`src/rtl/core/rlc_pkg.sv`:
```
// Shared types and constants of the line clipper.
`default_nettype none

package rlc_pkg;

    // Outcode bits
    localparam logic [3:0] OC_LEFT   = 4'b0001;
    localparam logic [3:0] OC_BOTTOM = 4'b0010;
    localparam logic [3:0] OC_RIGHT  = 4'b0100;
    localparam logic [3:0] OC_TOP    = 4'b1000;

    // Moves allowed per segment
    localparam logic [2:0] MAX_MOVES = 3'd4;

    // Register indexes (byte address bits [3:2])
    localparam logic [1:0] REG_WIN_LEFT   = 2'd0;
    localparam logic [1:0] REG_WIN_BOTTOM = 2'd1;
    localparam logic [1:0] REG_WIN_RIGHT  = 2'd2;
    localparam logic [1:0] REG_WIN_TOP    = 2'd3;

    // Window reset values
    localparam int WIN_LEFT_RST   = 0;
    localparam int WIN_BOTTOM_RST = 0;
    localparam int WIN_RIGHT_RST  = 1023;
    localparam int WIN_TOP_RST    = 767;

    // Controller states
    typedef enum logic [6:0] {
        S_IDLE = 7'b0000001,
        S_EVAL = 7'b0000010,
        S_MUL  = 7'b0000100,
        S_DIVS = 7'b0001000,
        S_DIV  = 7'b0010000,
        S_UPD  = 7'b0100000,
        S_DONE = 7'b1000000
    } t_state;

    // Controller to datapath
    typedef struct packed {
        logic load;
        logic setup;
        logic mult;
        logic div_start;
        logic update;
        logic out_load;
        logic out_rej;
    } t_cmd;

    // Datapath to controller
    typedef struct packed {
        logic code_any;
        logic code_share;
        logic div_done;
    } t_sts;

endpackage

`default_nettype wire

```
`src/rtl/core/rlc_if.sv`:
```
// Valid/ready channel interfaces for segment input and clipped output.
`default_nettype none

interface rlc_in_if #(
    parameter int COORD_WIDTH = 16
);
    logic                           valid;
    logic                           ready;
    logic signed [COORD_WIDTH-1:0]  ax_in;
    logic signed [COORD_WIDTH-1:0]  ay_in;
    logic signed [COORD_WIDTH-1:0]  bx_in;
    logic signed [COORD_WIDTH-1:0]  by_in;

    modport source (output valid, ax_in, ay_in, bx_in, by_in, input ready);
    modport sink   (input valid, ax_in, ay_in, bx_in, by_in, output ready);
endinterface

interface rlc_out_if #(
    parameter int COORD_WIDTH = 16
);
    logic                           valid;
    logic                           ready;
    logic signed [COORD_WIDTH-1:0]  ax_out;
    logic signed [COORD_WIDTH-1:0]  ay_out;
    logic signed [COORD_WIDTH-1:0]  bx_out;
    logic signed [COORD_WIDTH-1:0]  by_out;
    logic                           rejected;

    modport source (output valid, ax_out, ay_out, bx_out, by_out, rejected, input ready);
    modport sink   (input valid, ax_out, ay_out, bx_out, by_out, rejected, output ready);
endinterface

`default_nettype wire

```
`src/rtl/core/rlc_div.sv`:
```
// Restoring unsigned divider, one quotient bit per cycle.
`default_nettype none

module rlc_div #(
    parameter int NW = 33,
    parameter int DW = 17,
    parameter int QW = 16
) (
    input  wire logic           i_clk,
    input  wire logic           i_rst_n,
    input  wire logic           i_start,
    input  wire logic [NW-1:0]  i_num,
    input  wire logic [DW-1:0]  i_den,
    output logic                o_done,
    output logic [QW-1:0]       o_quo
);
    localparam int CW = $clog2(NW + 1);

    logic            r_busy;
    logic [CW-1:0]   r_cnt;
    logic [DW-1:0]   r_rem;
    logic [NW-1:0]   r_quo;
    logic [DW-1:0]   r_den;
    logic [DW:0]     trial;
    logic [DW:0]     diff;
    logic            fits;

    // Shift in the next numerator bit and try the subtract
    always_comb begin
        trial = {r_rem, r_quo[NW-1]};
        diff  = trial - {1'b0, r_den};
        fits  = (trial >= {1'b0, r_den});
    end

    assign o_done = r_busy && (r_cnt == CW'(NW - 1));
    assign o_quo  = r_quo[QW-1:0];

    // Step control
    always_ff @(posedge i_clk) begin
        if (!i_rst_n) begin
            r_busy <= 1'b0;
            r_cnt  <= '0;
        end else if (i_start) begin
            r_busy <= 1'b1;
            r_cnt  <= '0;
        end else if (r_busy) begin
            if (o_done) begin
                r_busy <= 1'b0;
            end
            r_cnt <= r_cnt + 1'b1;
        end
    end

    // Remainder and quotient shift register
    always_ff @(posedge i_clk) begin
        if (i_start) begin
            r_rem <= '0;
            r_quo <= i_num;
            r_den <= i_den;
        end else if (r_busy) begin
            r_rem <= fits ? diff[DW-1:0] : trial[DW-1:0];
            r_quo <= {r_quo[NW-2:0], fits};
        end
    end

endmodule

`default_nettype wire

```
`src/rtl/core/rlc_dp.sv`:
```
// Clipper datapath: endpoints, outcodes, interpolation and output register.
`default_nettype none

module rlc_dp #(
    parameter int COORD_WIDTH = 16
) (
    input  wire logic                          i_clk,
    input  wire logic                          i_rst_n,
    input  wire rlc_pkg::t_cmd                 i_cmd,
    output rlc_pkg::t_sts                      o_sts,
    input  wire logic signed [COORD_WIDTH-1:0] i_win_left,
    input  wire logic signed [COORD_WIDTH-1:0] i_win_bottom,
    input  wire logic signed [COORD_WIDTH-1:0] i_win_right,
    input  wire logic signed [COORD_WIDTH-1:0] i_win_top,
    input  wire logic signed [COORD_WIDTH-1:0] i_ax,
    input  wire logic signed [COORD_WIDTH-1:0] i_ay,
    input  wire logic signed [COORD_WIDTH-1:0] i_bx,
    input  wire logic signed [COORD_WIDTH-1:0] i_by,
    output logic signed [COORD_WIDTH-1:0]      o_ax,
    output logic signed [COORD_WIDTH-1:0]      o_ay,
    output logic signed [COORD_WIDTH-1:0]      o_bx,
    output logic signed [COORD_WIDTH-1:0]      o_by,
    output logic                               o_rej
);
    import rlc_pkg::*;

    localparam int W  = COORD_WIDTH;
    localparam int NW = 2 * W + 1;
    localparam int DW = W + 1;

    // Segment held on entry, and the working endpoints
    logic signed [W-1:0] r_ax_in, r_ay_in, r_bx_in, r_by_in;
    logic signed [W-1:0] r_x1, r_y1, r_x2, r_y2;

    // Interpolation operands
    logic                r_sel_b;
    logic                r_edge_x;
    logic signed [W-1:0] r_e;
    logic signed [W-1:0] r_p0;
    logic signed [W:0]   r_dq, r_de, r_den;
    logic signed [2*W+1:0] r_prod;
    logic                r_neg;
    logic                r_den_zero;

    logic [3:0]          c1, c2, csel;
    logic                edge_x;
    logic signed [W-1:0] e_val;
    logic signed [W-1:0] p0_val;
    logic signed [W:0]   dq_val, de_val, den_val;
    logic signed [W:0]   x1_s, y1_s, x2_s, y2_s, e_s;
    logic [NW-1:0]       num_abs;
    logic [DW-1:0]       den_abs;
    logic                div_done;
    logic [W-1:0]        quo_mag;
    logic signed [W-1:0] quo_val;
    logic signed [W-1:0] interp_val;
    logic signed [W-1:0] new_x, new_y;

    function automatic logic [3:0] f_outcode(
        input logic signed [W-1:0] x,
        input logic signed [W-1:0] y,
        input logic signed [W-1:0] wl,
        input logic signed [W-1:0] wb,
        input logic signed [W-1:0] wr,
        input logic signed [W-1:0] wt
    );
        logic [3:0] c;
        c = '0;
        if (x < wl) begin
            c = OC_LEFT;
        end else if (x > wr) begin
            c = OC_RIGHT;
        end
        if (y < wb) begin
            c = c | OC_BOTTOM;
        end else if (y > wt) begin
            c = c | OC_TOP;
        end
        return c;
    endfunction

    // Outcodes of the current endpoints
    always_comb begin
        c1 = f_outcode(r_x1, r_y1, i_win_left, i_win_bottom, i_win_right, i_win_top);
        c2 = f_outcode(r_x2, r_y2, i_win_left, i_win_bottom, i_win_right, i_win_top);
        o_sts.code_any   = ((c1 | c2) != 4'b0000);
        o_sts.code_share = ((c1 & c2) != 4'b0000);
        o_sts.div_done   = div_done;
    end

    // Edge choice and interpolation operands; endpoint one is always the base
    always_comb begin
        csel = (c1 != 4'b0000) ? c1 : c2;
        x1_s = {r_x1[W-1], r_x1};
        y1_s = {r_y1[W-1], r_y1};
        x2_s = {r_x2[W-1], r_x2};
        y2_s = {r_y2[W-1], r_y2};
        if ((csel & OC_LEFT) != 4'b0000) begin
            edge_x = 1'b1;
            e_val  = i_win_left;
        end else if ((csel & OC_RIGHT) != 4'b0000) begin
            edge_x = 1'b1;
            e_val  = i_win_right;
        end else if ((csel & OC_BOTTOM) != 4'b0000) begin
            edge_x = 1'b0;
            e_val  = i_win_bottom;
        end else begin
            edge_x = 1'b0;
            e_val  = i_win_top;
        end
        e_s = {e_val[W-1], e_val};
        if (edge_x) begin
            p0_val  = r_y1;
            dq_val  = y2_s - y1_s;
            de_val  = e_s - x1_s;
            den_val = x2_s - x1_s;
        end else begin
            p0_val  = r_x1;
            dq_val  = x2_s - x1_s;
            de_val  = e_s - y1_s;
            den_val = y2_s - y1_s;
        end
    end

    // Magnitudes for the divider
    always_comb begin
        num_abs = NW'(r_prod[2*W+1] ? -r_prod : r_prod);
        den_abs = DW'(r_den[W] ? -r_den : r_den);
    end

    rlc_div #(
        .NW (NW),
        .DW (DW),
        .QW (W)
    ) u_div (
        .i_clk   (i_clk),
        .i_rst_n (i_rst_n),
        .i_start (i_cmd.div_start),
        .i_num   (num_abs),
        .i_den   (den_abs),
        .o_done  (div_done),
        .o_quo   (quo_mag)
    );

    // Signed quotient, zero on a zero divisor, then the new point
    always_comb begin
        if (r_den_zero) begin
            quo_val = '0;
        end else if (r_neg) begin
            quo_val = -$signed(quo_mag);
        end else begin
            quo_val = $signed(quo_mag);
        end
        interp_val = r_p0 + quo_val;
        if (r_edge_x) begin
            new_x = r_e;
            new_y = interp_val;
        end else begin
            new_x = interp_val;
            new_y = r_e;
        end
    end

    // Endpoint registers
    always_ff @(posedge i_clk) begin
        if (i_cmd.load) begin
            r_ax_in <= i_ax;
            r_ay_in <= i_ay;
            r_bx_in <= i_bx;
            r_by_in <= i_by;
            r_x1    <= i_ax;
            r_y1    <= i_ay;
            r_x2    <= i_bx;
            r_y2    <= i_by;
        end else if (i_cmd.update) begin
            if (r_sel_b) begin
                r_x2 <= new_x;
                r_y2 <= new_y;
            end else begin
                r_x1 <= new_x;
                r_y1 <= new_y;
            end
        end
    end

    // Operand, product and sign registers
    always_ff @(posedge i_clk) begin
        if (i_cmd.setup) begin
            r_sel_b    <= (c1 == 4'b0000);
            r_edge_x   <= edge_x;
            r_e        <= e_val;
            r_p0       <= p0_val;
            r_dq       <= dq_val;
            r_de       <= de_val;
            r_den      <= den_val;
            r_den_zero <= (den_val == '0);
        end
        if (i_cmd.mult) begin
            r_prod <= r_dq * r_de;
        end
        if (i_cmd.div_start) begin
            r_neg <= r_prod[2*W+1] ^ r_den[W];
        end
    end

    // Output register
    always_ff @(posedge i_clk) begin
        if (i_cmd.out_load) begin
            o_rej <= i_cmd.out_rej;
            if (i_cmd.out_rej) begin
                o_ax <= r_ax_in;
                o_ay <= r_ay_in;
                o_bx <= r_bx_in;
                o_by <= r_by_in;
            end else begin
                o_ax <= r_x1;
                o_ay <= r_y1;
                o_bx <= r_x2;
                o_by <= r_y2;
            end
        end
    end

endmodule

`default_nettype wire

```
`src/rtl/core/rlc_ctrl.sv`:
```
// Clipper controller: sequences loads, moves, divisions and output beats.
`default_nettype none

module rlc_ctrl (
    input  wire logic          i_clk,
    input  wire logic          i_rst_n,
    input  wire logic          i_in_valid,
    output logic               o_in_ready,
    output logic               o_out_valid,
    input  wire logic          i_out_ready,
    input  wire rlc_pkg::t_sts i_sts,
    output rlc_pkg::t_cmd      o_cmd
);
    import rlc_pkg::*;

    t_state     r_state, n_state;
    logic [2:0] r_moves, n_moves;
    logic       r_rej, n_rej;
    logic       r_out_valid, n_out_valid;

    assign o_in_ready  = (r_state == S_IDLE);
    assign o_out_valid = r_out_valid;

    // Next state and commands
    always_comb begin
        n_state     = r_state;
        n_moves     = r_moves;
        n_rej       = r_rej;
        n_out_valid = r_out_valid;
        o_cmd       = '0;
        o_cmd.out_rej = r_rej;
        if (r_out_valid && i_out_ready) begin
            n_out_valid = 1'b0;
        end
        unique case (r_state)
            S_IDLE: begin
                if (i_in_valid) begin
                    o_cmd.load = 1'b1;
                    n_moves    = '0;
                    n_state    = S_EVAL;
                end
            end
            S_EVAL: begin
                if (!i_sts.code_any) begin
                    n_rej   = 1'b0;
                    n_state = S_DONE;
                end else if (i_sts.code_share) begin
                    n_rej   = 1'b1;
                    n_state = S_DONE;
                end else if (r_moves == MAX_MOVES) begin
                    n_rej   = 1'b0;
                    n_state = S_DONE;
                end else begin
                    o_cmd.setup = 1'b1;
                    n_moves     = r_moves + 1'b1;
                    n_state     = S_MUL;
                end
            end
            S_MUL: begin
                o_cmd.mult = 1'b1;
                n_state    = S_DIVS;
            end
            S_DIVS: begin
                o_cmd.div_start = 1'b1;
                n_state         = S_DIV;
            end
            S_DIV: begin
                if (i_sts.div_done) begin
                    n_state = S_UPD;
                end
            end
            S_UPD: begin
                o_cmd.update = 1'b1;
                n_state      = S_EVAL;
            end
            S_DONE: begin
                // Wait for the output register to free up
                if (!r_out_valid || i_out_ready) begin
                    o_cmd.out_load = 1'b1;
                    n_out_valid    = 1'b1;
                    n_state        = S_IDLE;
                end
            end
            default: begin
                n_state = S_IDLE;
            end
        endcase
    end

    always_ff @(posedge i_clk) begin
        if (!i_rst_n) begin
            r_state     <= S_IDLE;
            r_moves     <= '0;
            r_rej       <= 1'b0;
            r_out_valid <= 1'b0;
        end else begin
            r_state     <= n_state;
            r_moves     <= n_moves;
            r_rej       <= n_rej;
            r_out_valid <= n_out_valid;
        end
    end

endmodule

`default_nettype wire

```
`src/rtl/core/rect_line_clipper.sv`:
```
// Top level of the line clipper: register port, controller and datapath.
//
//  channel   dir  handshake        beat contents
//  i_line    in   valid/ready      ax_in, ay_in, bx_in, by_in
//  o_line    out  valid/ready      ax_out, ay_out, bx_out, by_out, rejected
//  APB       in   psel/penable     window registers at 0x0, 0x4, 0x8, 0xC
//
// One segment at a time. Accept, outcode evaluation, then per move (at most
// four) the set-up, multiply, divider load, serial division at one quotient
// bit per cycle, and endpoint update; after the last evaluation the result
// goes to the output register.
// Reset is synchronous and active low; the window returns to 0,0..1023,767.
// A stalled output beat holds; the next segment is taken while it waits.
`default_nettype none

module rect_line_clipper #(
    parameter int COORD_WIDTH = 16
) (
    input  wire logic        i_clk,
    input  wire logic        i_rst_n,
    rlc_in_if.sink           i_line,
    rlc_out_if.source        o_line,
    input  wire logic        psel,
    input  wire logic        penable,
    input  wire logic        pwrite,
    input  wire logic [3:0]  paddr,
    input  wire logic [31:0] pwdata,
    output logic [31:0]      prdata,
    output logic             pready
);
    import rlc_pkg::*;

    localparam int W = COORD_WIDTH;

    logic signed [W-1:0] r_win_left, r_win_bottom, r_win_right, r_win_top;
    logic                wr_en;
    logic signed [W-1:0] rd_reg;
    t_cmd                cmd;
    t_sts                sts;

    assign pready = 1'b1;
    assign wr_en  = psel && penable && pwrite && pready;

    // Window register writes
    always_ff @(posedge i_clk) begin
        if (!i_rst_n) begin
            r_win_left   <= W'(WIN_LEFT_RST);
            r_win_bottom <= W'(WIN_BOTTOM_RST);
            r_win_right  <= W'(WIN_RIGHT_RST);
            r_win_top    <= W'(WIN_TOP_RST);
        end else if (wr_en) begin
            unique case (paddr[3:2])
                REG_WIN_LEFT:   r_win_left   <= pwdata[W-1:0];
                REG_WIN_BOTTOM: r_win_bottom <= pwdata[W-1:0];
                REG_WIN_RIGHT:  r_win_right  <= pwdata[W-1:0];
                REG_WIN_TOP:    r_win_top    <= pwdata[W-1:0];
                default: ;
            endcase
        end
    end

    // Read back, sign extended
    always_comb begin
        unique case (paddr[3:2])
            REG_WIN_LEFT:   rd_reg = r_win_left;
            REG_WIN_BOTTOM: rd_reg = r_win_bottom;
            REG_WIN_RIGHT:  rd_reg = r_win_right;
            REG_WIN_TOP:    rd_reg = r_win_top;
            default:        rd_reg = '0;
        endcase
        prdata = {{(32-W){rd_reg[W-1]}}, rd_reg};
    end

    rlc_ctrl u_ctrl (
        .i_clk       (i_clk),
        .i_rst_n     (i_rst_n),
        .i_in_valid  (i_line.valid),
        .o_in_ready  (i_line.ready),
        .o_out_valid (o_line.valid),
        .i_out_ready (o_line.ready),
        .i_sts       (sts),
        .o_cmd       (cmd)
    );

    rlc_dp #(
        .COORD_WIDTH (W)
    ) u_dp (
        .i_clk        (i_clk),
        .i_rst_n      (i_rst_n),
        .i_cmd        (cmd),
        .o_sts        (sts),
        .i_win_left   (r_win_left),
        .i_win_bottom (r_win_bottom),
        .i_win_right  (r_win_right),
        .i_win_top    (r_win_top),
        .i_ax         (i_line.ax_in),
        .i_ay         (i_line.ay_in),
        .i_bx         (i_line.bx_in),
        .i_by         (i_line.by_in),
        .o_ax         (o_line.ax_out),
        .o_ay         (o_line.ay_out),
        .o_bx         (o_line.bx_out),
        .o_by         (o_line.by_out),
        .o_rej        (o_line.rejected)
    );

endmodule

`default_nettype wire

```
`src/flat_wrapper.sv`:
```
// flat-port wrapper written by rule: the top's interface ports become plain ports
module rect_line_clipper_flat import rlc_pkg::*;
#(
    parameter int COORD_WIDTH = 16
)
  (i_clk, i_rst_n, psel, penable, pwrite, paddr, pwdata, prdata, pready, i_line_valid, i_line_ax_in, i_line_ay_in, i_line_bx_in, i_line_by_in, i_line_ready, o_line_valid, o_line_ax_out, o_line_ay_out, o_line_bx_out, o_line_by_out, o_line_rejected, o_line_ready);
  rlc_in_if #(.COORD_WIDTH(COORD_WIDTH)) i_line_i ();
  rlc_out_if #(.COORD_WIDTH(COORD_WIDTH)) o_line_i ();
  input  wire logic i_clk;
  input  wire logic i_rst_n;
  input  wire logic psel;
  input  wire logic penable;
  input  wire logic pwrite;
  input  wire logic [3:0] paddr;
  input  wire logic [31:0] pwdata;
  output logic [31:0] prdata;
  output logic pready;
  input wire logic [$bits(i_line_i.valid)-1:0] i_line_valid;
  input wire logic [$bits(i_line_i.ax_in)-1:0] i_line_ax_in;
  input wire logic [$bits(i_line_i.ay_in)-1:0] i_line_ay_in;
  input wire logic [$bits(i_line_i.bx_in)-1:0] i_line_bx_in;
  input wire logic [$bits(i_line_i.by_in)-1:0] i_line_by_in;
  output wire logic [$bits(i_line_i.ready)-1:0] i_line_ready;
  output wire logic [$bits(o_line_i.valid)-1:0] o_line_valid;
  output wire logic [$bits(o_line_i.ax_out)-1:0] o_line_ax_out;
  output wire logic [$bits(o_line_i.ay_out)-1:0] o_line_ay_out;
  output wire logic [$bits(o_line_i.bx_out)-1:0] o_line_bx_out;
  output wire logic [$bits(o_line_i.by_out)-1:0] o_line_by_out;
  output wire logic [$bits(o_line_i.rejected)-1:0] o_line_rejected;
  input wire logic [$bits(o_line_i.ready)-1:0] o_line_ready;
  assign i_line_i.valid = i_line_valid;
  assign i_line_i.ax_in = i_line_ax_in;
  assign i_line_i.ay_in = i_line_ay_in;
  assign i_line_i.bx_in = i_line_bx_in;
  assign i_line_i.by_in = i_line_by_in;
  assign i_line_ready = i_line_i.ready;
  assign o_line_valid = o_line_i.valid;
  assign o_line_ax_out = o_line_i.ax_out;
  assign o_line_ay_out = o_line_i.ay_out;
  assign o_line_bx_out = o_line_i.bx_out;
  assign o_line_by_out = o_line_i.by_out;
  assign o_line_rejected = o_line_i.rejected;
  assign o_line_i.ready = o_line_ready;
  rect_line_clipper #(.COORD_WIDTH(COORD_WIDTH)) u_core (.i_clk(i_clk), .i_rst_n(i_rst_n), .i_line(i_line_i), .o_line(o_line_i), .psel(psel), .penable(penable), .pwrite(pwrite), .paddr(paddr), .pwdata(pwdata), .prdata(prdata), .pready(pready));
endmodule
```
`config.mk`:
```
export PLATFORM = sky130hd
export DESIGN_NAME = rect_line_clipper_flat
export DESIGN_NICKNAME = d
export VERILOG_FILES = /design/src/rtl/core/rlc_pkg.sv /design/src/rtl/core/rlc_if.sv /design/src/rtl/core/rlc_div.sv /design/src/rtl/core/rlc_dp.sv /design/src/rtl/core/rlc_ctrl.sv /design/src/rtl/core/rect_line_clipper.sv /design/src/flat_wrapper.sv
export SDC_FILE = /design/constraint.sdc
export NUM_CORES = 2
export LEC_CHECK = 0
export BUFFER_PORTS_ARGS = -buffer_cell sky130_fd_sc_hd__buf_4
export CAP_MARGIN = 20
export CORE_ASPECT_RATIO = 1.1
export CORE_UTILIZATION = 29
export CTS_BUF_LIST = sky130_fd_sc_hd__clkbuf_16
export DETAILED_ROUTE_END_ITERATION = 7
export PLACE_DENSITY = 0.45
export SETUP_SLACK_MARGIN = 0.15
export SYNTH_ARGS = -nofsm -noshare
export SYNTH_HDL_FRONTEND = slang
export SYNTH_HIERARCHICAL = 1
export SYNTH_SLANG_ARGS = --single-unit
export TNS_END_PERCENT = 5
```
`constraint.sdc`:
```
create_clock -name i_clk -period 6.9 [get_ports i_clk]
set_input_delay 1.38 -clock i_clk [delete_from_list [all_inputs] [get_ports i_clk]]
set_output_delay 1.38 -clock i_clk [all_outputs]
set_load 0.02 [all_outputs]
```
==> run_results.csv <==
group,metric,value,unit
final_layout,antenna_cells,0,
final_layout,fill_cells,13400,
synth,synth.yosys.warnings,6,
worst_setup_path,endpoint_class_of_the_critical_path,"register",
floorplanning,fp.dieArea,133000,um2
timing,slew_violations,0,
grt,global_route_wire_length_before_repair,185000,um
floorplanning,chipHeight,383,um
worst_setup_path,critPathMaxFanout,5,
place,placement.io_buffers,187,
synth,netlist-cell-type-count,92,
worst_setup_path,critPathMaxStageDelay,0.55,ns
floorplanning,io_pins,207,
synth,post-synth-top-area-fraction,28.6,%
timing,worst_clock_skew,0.0541,ns
status,status,"completed",
synth,synth_cells,3777,
worst_setup_path,crit_family,"adder cells",
grt,first_global_vias,28700,
floorplanning,placement_rows,139,
worst_setup_path,r2r_slack,0.24,ns
synth,postSynthNetCount,4481,
routing,drt_drc_violations_left,0,
clock_tree,htree_num_levels,2,
place,postPlaceCellArea,42400,um2
flow_run,count_of_maximum_capacitance_violations,0,
worst_setup_path,worstSetupStartpointType,"register",
worst_setup_path,worst_ep_required,7.27,ns
routing,detailedRoute.firstIterationViolations,1695,
routing,avgViaCountPerCell,4.78,
grt,grt_start_max_net_pins,77,
synth,synth.cell_area,38200,um2
place,placed_cells,5729,
timing,final.min_clock_period,6.66,ns
final_layout,finish.instance_area,44400,um2
clock_tree,tritoncts_clock_tree,"built",
place,detailedPlacementHpwl,99600,um
worst_setup_path,timing.critical_path.to,"u_core/u_dp/r_prod[32]$_DFFE_PP_",
clock_tree,inserted_clock_buffers,54,
worst_setup_path,critical_path_class,"reg -> reg",
worst_setup_path,worst_ep_arrival_time,7.02,ns
synth,synth.ff_latch_count,464,
clock_tree,clkTransAtPathRegs,0.07,ns
min_path,holdCritStartpoint,"u_core/r_win_bottom[6]$_SDFFE_PN0P_",
synth,synth_top_cell_by_area,"sky130_fd_sc_hd__edfxtp_1",
final_layout,flow.area_growth_from_synthesis,16.3,%
clock_tree,clock_insertion_delay_worst_skew,0.66,ns
floorplanning,floorplan.core_area,131000,um2
worst_setup_path,worst-path-buf-inv,11,
routing,detail_route.wirelength,124000,um
synth,ys_dominant_reg_cell,"sky130_fd_sc_hd__edfxtp_1",
synth,syn_area_per_cell,10.1,um2
timing,setup-violations-final,0,
place,place_congestion,0.889,
worst_setup_path,crit-reg2reg-capture,"u_core/u_dp/r_prod[32]$_DFFE_PP_",
timing,rsz0062_at_grt,"yes",
worst_setup_path,worst_setup_startpoint,"u_core/u_dp/r_de[7]$_DFFE_PP_",
synth,post_synth_main_area_contributors,"sky130_fd_sc_hd__edfxtp_1 (29%), sky130_fd_sc_hd__fa_1 (16%), sky130_fd_sc_hd__ha_1 (9.7%)",
grt,tot_gr_track_use,18.7,%
routing,vias,28000,
clock_tree,ctsHoldBuffers,0,
worst_setup_path,worst-path-stages,27,
timing,fmax,150,MHz
floorplanning,initial_core_util,29.3,%
routing,first_pass_iters,5,
routing,route.detailed.wl_per_inst,21.2,um
floorplanning,dieWidth,348,um
worst_setup_path,critical_path.slowest_cell,"sky130_fd_sc_hd__fa_1",
clock_tree,clock_tree.buffer_depth,3,
timing,worstMarginPinSlew,1.20,ns
final_layout,final_stage_net_count,4746,
min_path,holdCritPathClass,"reg -> reg",
worst_setup_path,reg2reg_launch_point,"u_core/u_dp/r_de[7]$_DFFE_PP_",
final_layout,drive_above_1_share,15.0,%
timing,final.period_utilization,96.5,%
synth,postSynth.asyncResetShare,0,%
grt,initial_antenna_violation_count,3,
synth,synth.yosys.seq_area_share,33.8,%
clock_tree,cts.root.buffer_cell,"sky130_fd_sc_hd__clkbuf_16",
timing,slew_headroom,19.6,%
timing,hold_viol,0,
synth,synth_enable_flop_cells,364,
worst_setup_path,critical-path-top-cell-by-count,"sky130_fd_sc_hd__fa_1",
final_layout,final_cell_count_no_fill,5847,
clock_tree,cts_num_sinks,464,
routing,final_antenna_net_count,0,
worst_setup_path,worstRegToRegCells,27,
grt,globalRoute.totalOverflow,0,
[cell type report]
type                    instances  area, um2  share of cell area (%)
clock buffers                  54       1350                    3.04
clock inverters                45        380                   0.856
inverters                     555       2090                    4.70
multi-input cells            2592      22600                    50.8
flip-flops and latches        464      12900                    29.1
well taps                    1762       2200                    4.96
repair buffers                375       2920                    6.57
[cell usage after synthesis (22+ instances only)]
| cell type | n |
|---|---|
| sky130_fd_sc_hd__inv_1 | 552 |
| sky130_fd_sc_hd__nand2_1 | 392 |
| sky130_fd_sc_hd__edfxtp_1 | 364 |
| sky130_fd_sc_hd__fa_1 | 301 |
| sky130_fd_sc_hd__ha_1 | 296 |
| sky130_fd_sc_hd__nor2_1 | 180 |
| sky130_fd_sc_hd__a21oi_1 | 165 |
| sky130_fd_sc_hd__o21ai_0 | 146 |
| sky130_fd_sc_hd__and2_1 | 145 |
| sky130_fd_sc_hd__xnor2_1 | 111 |
| sky130_fd_sc_hd__clkbuf_1 | 105 |
| sky130_fd_sc_hd__dfxtp_1 | 100 |
| sky130_fd_sc_hd__mux2i_1 | 96 |
| sky130_fd_sc_hd__mux2_2 | 75 |
| sky130_fd_sc_hd__nor2b_1 | 61 |
| sky130_fd_sc_hd__a21o_1 | 52 |
| sky130_fd_sc_hd__nand3_1 | 47 |
| sky130_fd_sc_hd__xor2_1 | 45 |
| sky130_fd_sc_hd__a211oi_1 | 44 |
| sky130_fd_sc_hd__buf_4 | 37 |
| sky130_fd_sc_hd__nor3_1 | 33 |
| sky130_fd_sc_hd__o21a_1 | 31 |
| sky130_fd_sc_hd__nand2b_1 | 28 |
| sky130_fd_sc_hd__nand4_1 | 23 |
| sky130_fd_sc_hd__or3_1 | 23 |
| sky130_fd_sc_hd__o31ai_1 | 22 |
[layer usage]
metal  track usage (%)  wire length, um
met3              2.01             4420
met1              23.2            53000
met2              33.2            61900
met4              6.87             4810
met5                 0               13
[worst min path at each step]
stage | to | cells after the start
floorplan | u_core/r_win_bottom[4]$_SDFFE_PN0P_ | 2
global placement | u_core/r_win_bottom[9]$_SDFFE_PN0P_ | 2
detailed placement | u_core/r_win_bottom[7]$_SDFFE_PN0P_ | 2
CTS | u_core/r_win_bottom[11]$_SDFFE_PN0P_ | 2
global route | u_core/u_ctrl/r_moves[1]$_SDFFE_PN0P_ | 2
finish | u_core/r_win_bottom[6]$_SDFFE_PN0P_ | 2
[registers in the layout, summed over array words and instances, names as in the netlist, 17 cells and up]
register,count
u_core/u_dp/r_prod,34
u_core/u_dp/u_div/r_quo,33
u_core/u_dp/r_de,17
u_core/u_dp/r_den,17
u_core/u_dp/r_dq,17
u_core/u_dp/u_div/r_den,17
u_core/u_dp/u_div/r_rem,17
[kinds of logic (layout without fill, tap and decap cells)]
| group | count (synthesis) | in the layout | synth area share, % |
|---|---|---|---|
| multiplexers | 188 | 188 | 5.71 |
| XOR/XNOR | 156 | 156 | 3.58 |
| flip-flops | 464 | 464 | 33.8 |
| AND/OR/NAND/NOR | 1011 | 1011 | 12.8 |
| AO/OA/AOI/OAI | 639 | 639 | 10.9 |
| adder cells (fa/ha/maj) | 597 | 597 | 25.5 |
| other | 1 | 1 | 0.00981 |
| buffers and inverters | 721 | 1029 | 7.68 |
[stage by stage]
step | hold WS, ns | TNS [ns] | worst slack [ns] | utilization [%]
finish | 0.472 | 0 | 0.244 | 34.0
global route | 0.504 | 0 | 0.00603 | 34.0
CTS | 0.478 | 0 | 0.133 | 33.8
detailed placement | 0.471 | -0.0476 | -0.0426 | 32.4
global placement | 0.461 | -0.0371 | -0.0371 | 32.4
floorplan | 0.448 | 0 | 0.564 | -
[worst reg2reg max path, cell delays in order, from the launching register on]
cell and delay, ns:
sky130_fd_sc_hd__edfxtp_1 0.49, sky130_fd_sc_hd__buf_6 0.17, sky130_fd_sc_hd__buf_6 0.11, sky130_fd_sc_hd__and2_1 0.14, sky130_fd_sc_hd__fa_1 0.47, sky130_fd_sc_hd__inv_1 0.05
sky130_fd_sc_hd__fa_1 0.50, sky130_fd_sc_hd__inv_2 0.05, sky130_fd_sc_hd__fa_1 0.55, sky130_fd_sc_hd__fa_1 0.43, sky130_fd_sc_hd__fa_1 0.49, sky130_fd_sc_hd__inv_1 0.06
sky130_fd_sc_hd__fa_1 0.55, sky130_fd_sc_hd__inv_2 0.06, sky130_fd_sc_hd__ha_4 0.21, sky130_fd_sc_hd__buf_4 0.13, sky130_fd_sc_hd__buf_4 0.13, sky130_fd_sc_hd__a211o_1 0.33
sky130_fd_sc_hd__nor2_2 0.13, sky130_fd_sc_hd__a211oi_1 0.07, sky130_fd_sc_hd__buf_4 0.16, sky130_fd_sc_hd__nor2_4 0.10, sky130_fd_sc_hd__a31oi_1 0.08, sky130_fd_sc_hd__buf_4 0.16
sky130_fd_sc_hd__a221o_1 0.39, sky130_fd_sc_hd__nand4_1 0.12, sky130_fd_sc_hd__o311ai_2 0.11, sky130_fd_sc_hd__buf_4 0.17
[cell usage in the layout (no fill, tap or decap), types with 43 or more instances in the layout]
| cell type | count |
|---|---|
| sky130_fd_sc_hd__a211oi_1 | 43 |
| sky130_fd_sc_hd__a21o_1 | 52 |
| sky130_fd_sc_hd__a21oi_1 | 162 |
| sky130_fd_sc_hd__and2_1 | 142 |
| sky130_fd_sc_hd__buf_4 | 359 |
| sky130_fd_sc_hd__clkbuf_16 | 54 |
| sky130_fd_sc_hd__dfxtp_1 | 99 |
| sky130_fd_sc_hd__edfxtp_1 | 364 |
| sky130_fd_sc_hd__fa_1 | 300 |
| sky130_fd_sc_hd__ha_1 | 289 |
| sky130_fd_sc_hd__inv_1 | 555 |
| sky130_fd_sc_hd__mux2_2 | 75 |
| sky130_fd_sc_hd__mux2i_1 | 96 |
| sky130_fd_sc_hd__nand2_1 | 390 |
| sky130_fd_sc_hd__nand3_1 | 46 |
| sky130_fd_sc_hd__nor2_1 | 177 |
| sky130_fd_sc_hd__nor2b_1 | 61 |
| sky130_fd_sc_hd__o21ai_0 | 143 |
| sky130_fd_sc_hd__xnor2_1 | 111 |
| sky130_fd_sc_hd__xor2_1 | 45 |
[what timing repair did]
| item | CTS | global route |
|---|---|---|
| resized for setup | 6 | 41 |
| gates cloned | 0 | 0 |
| setup endpoints to repair | 3 | 10 |
| hold endpoints to repair | 0 | 0 |
| pin swaps | 0 | 35 |
| setup buffers | 4 | 14 |
Power is left out: the tool's default activity adds up to more than one toggle a clock period on the data nets, which glitch-free logic cannot reach.
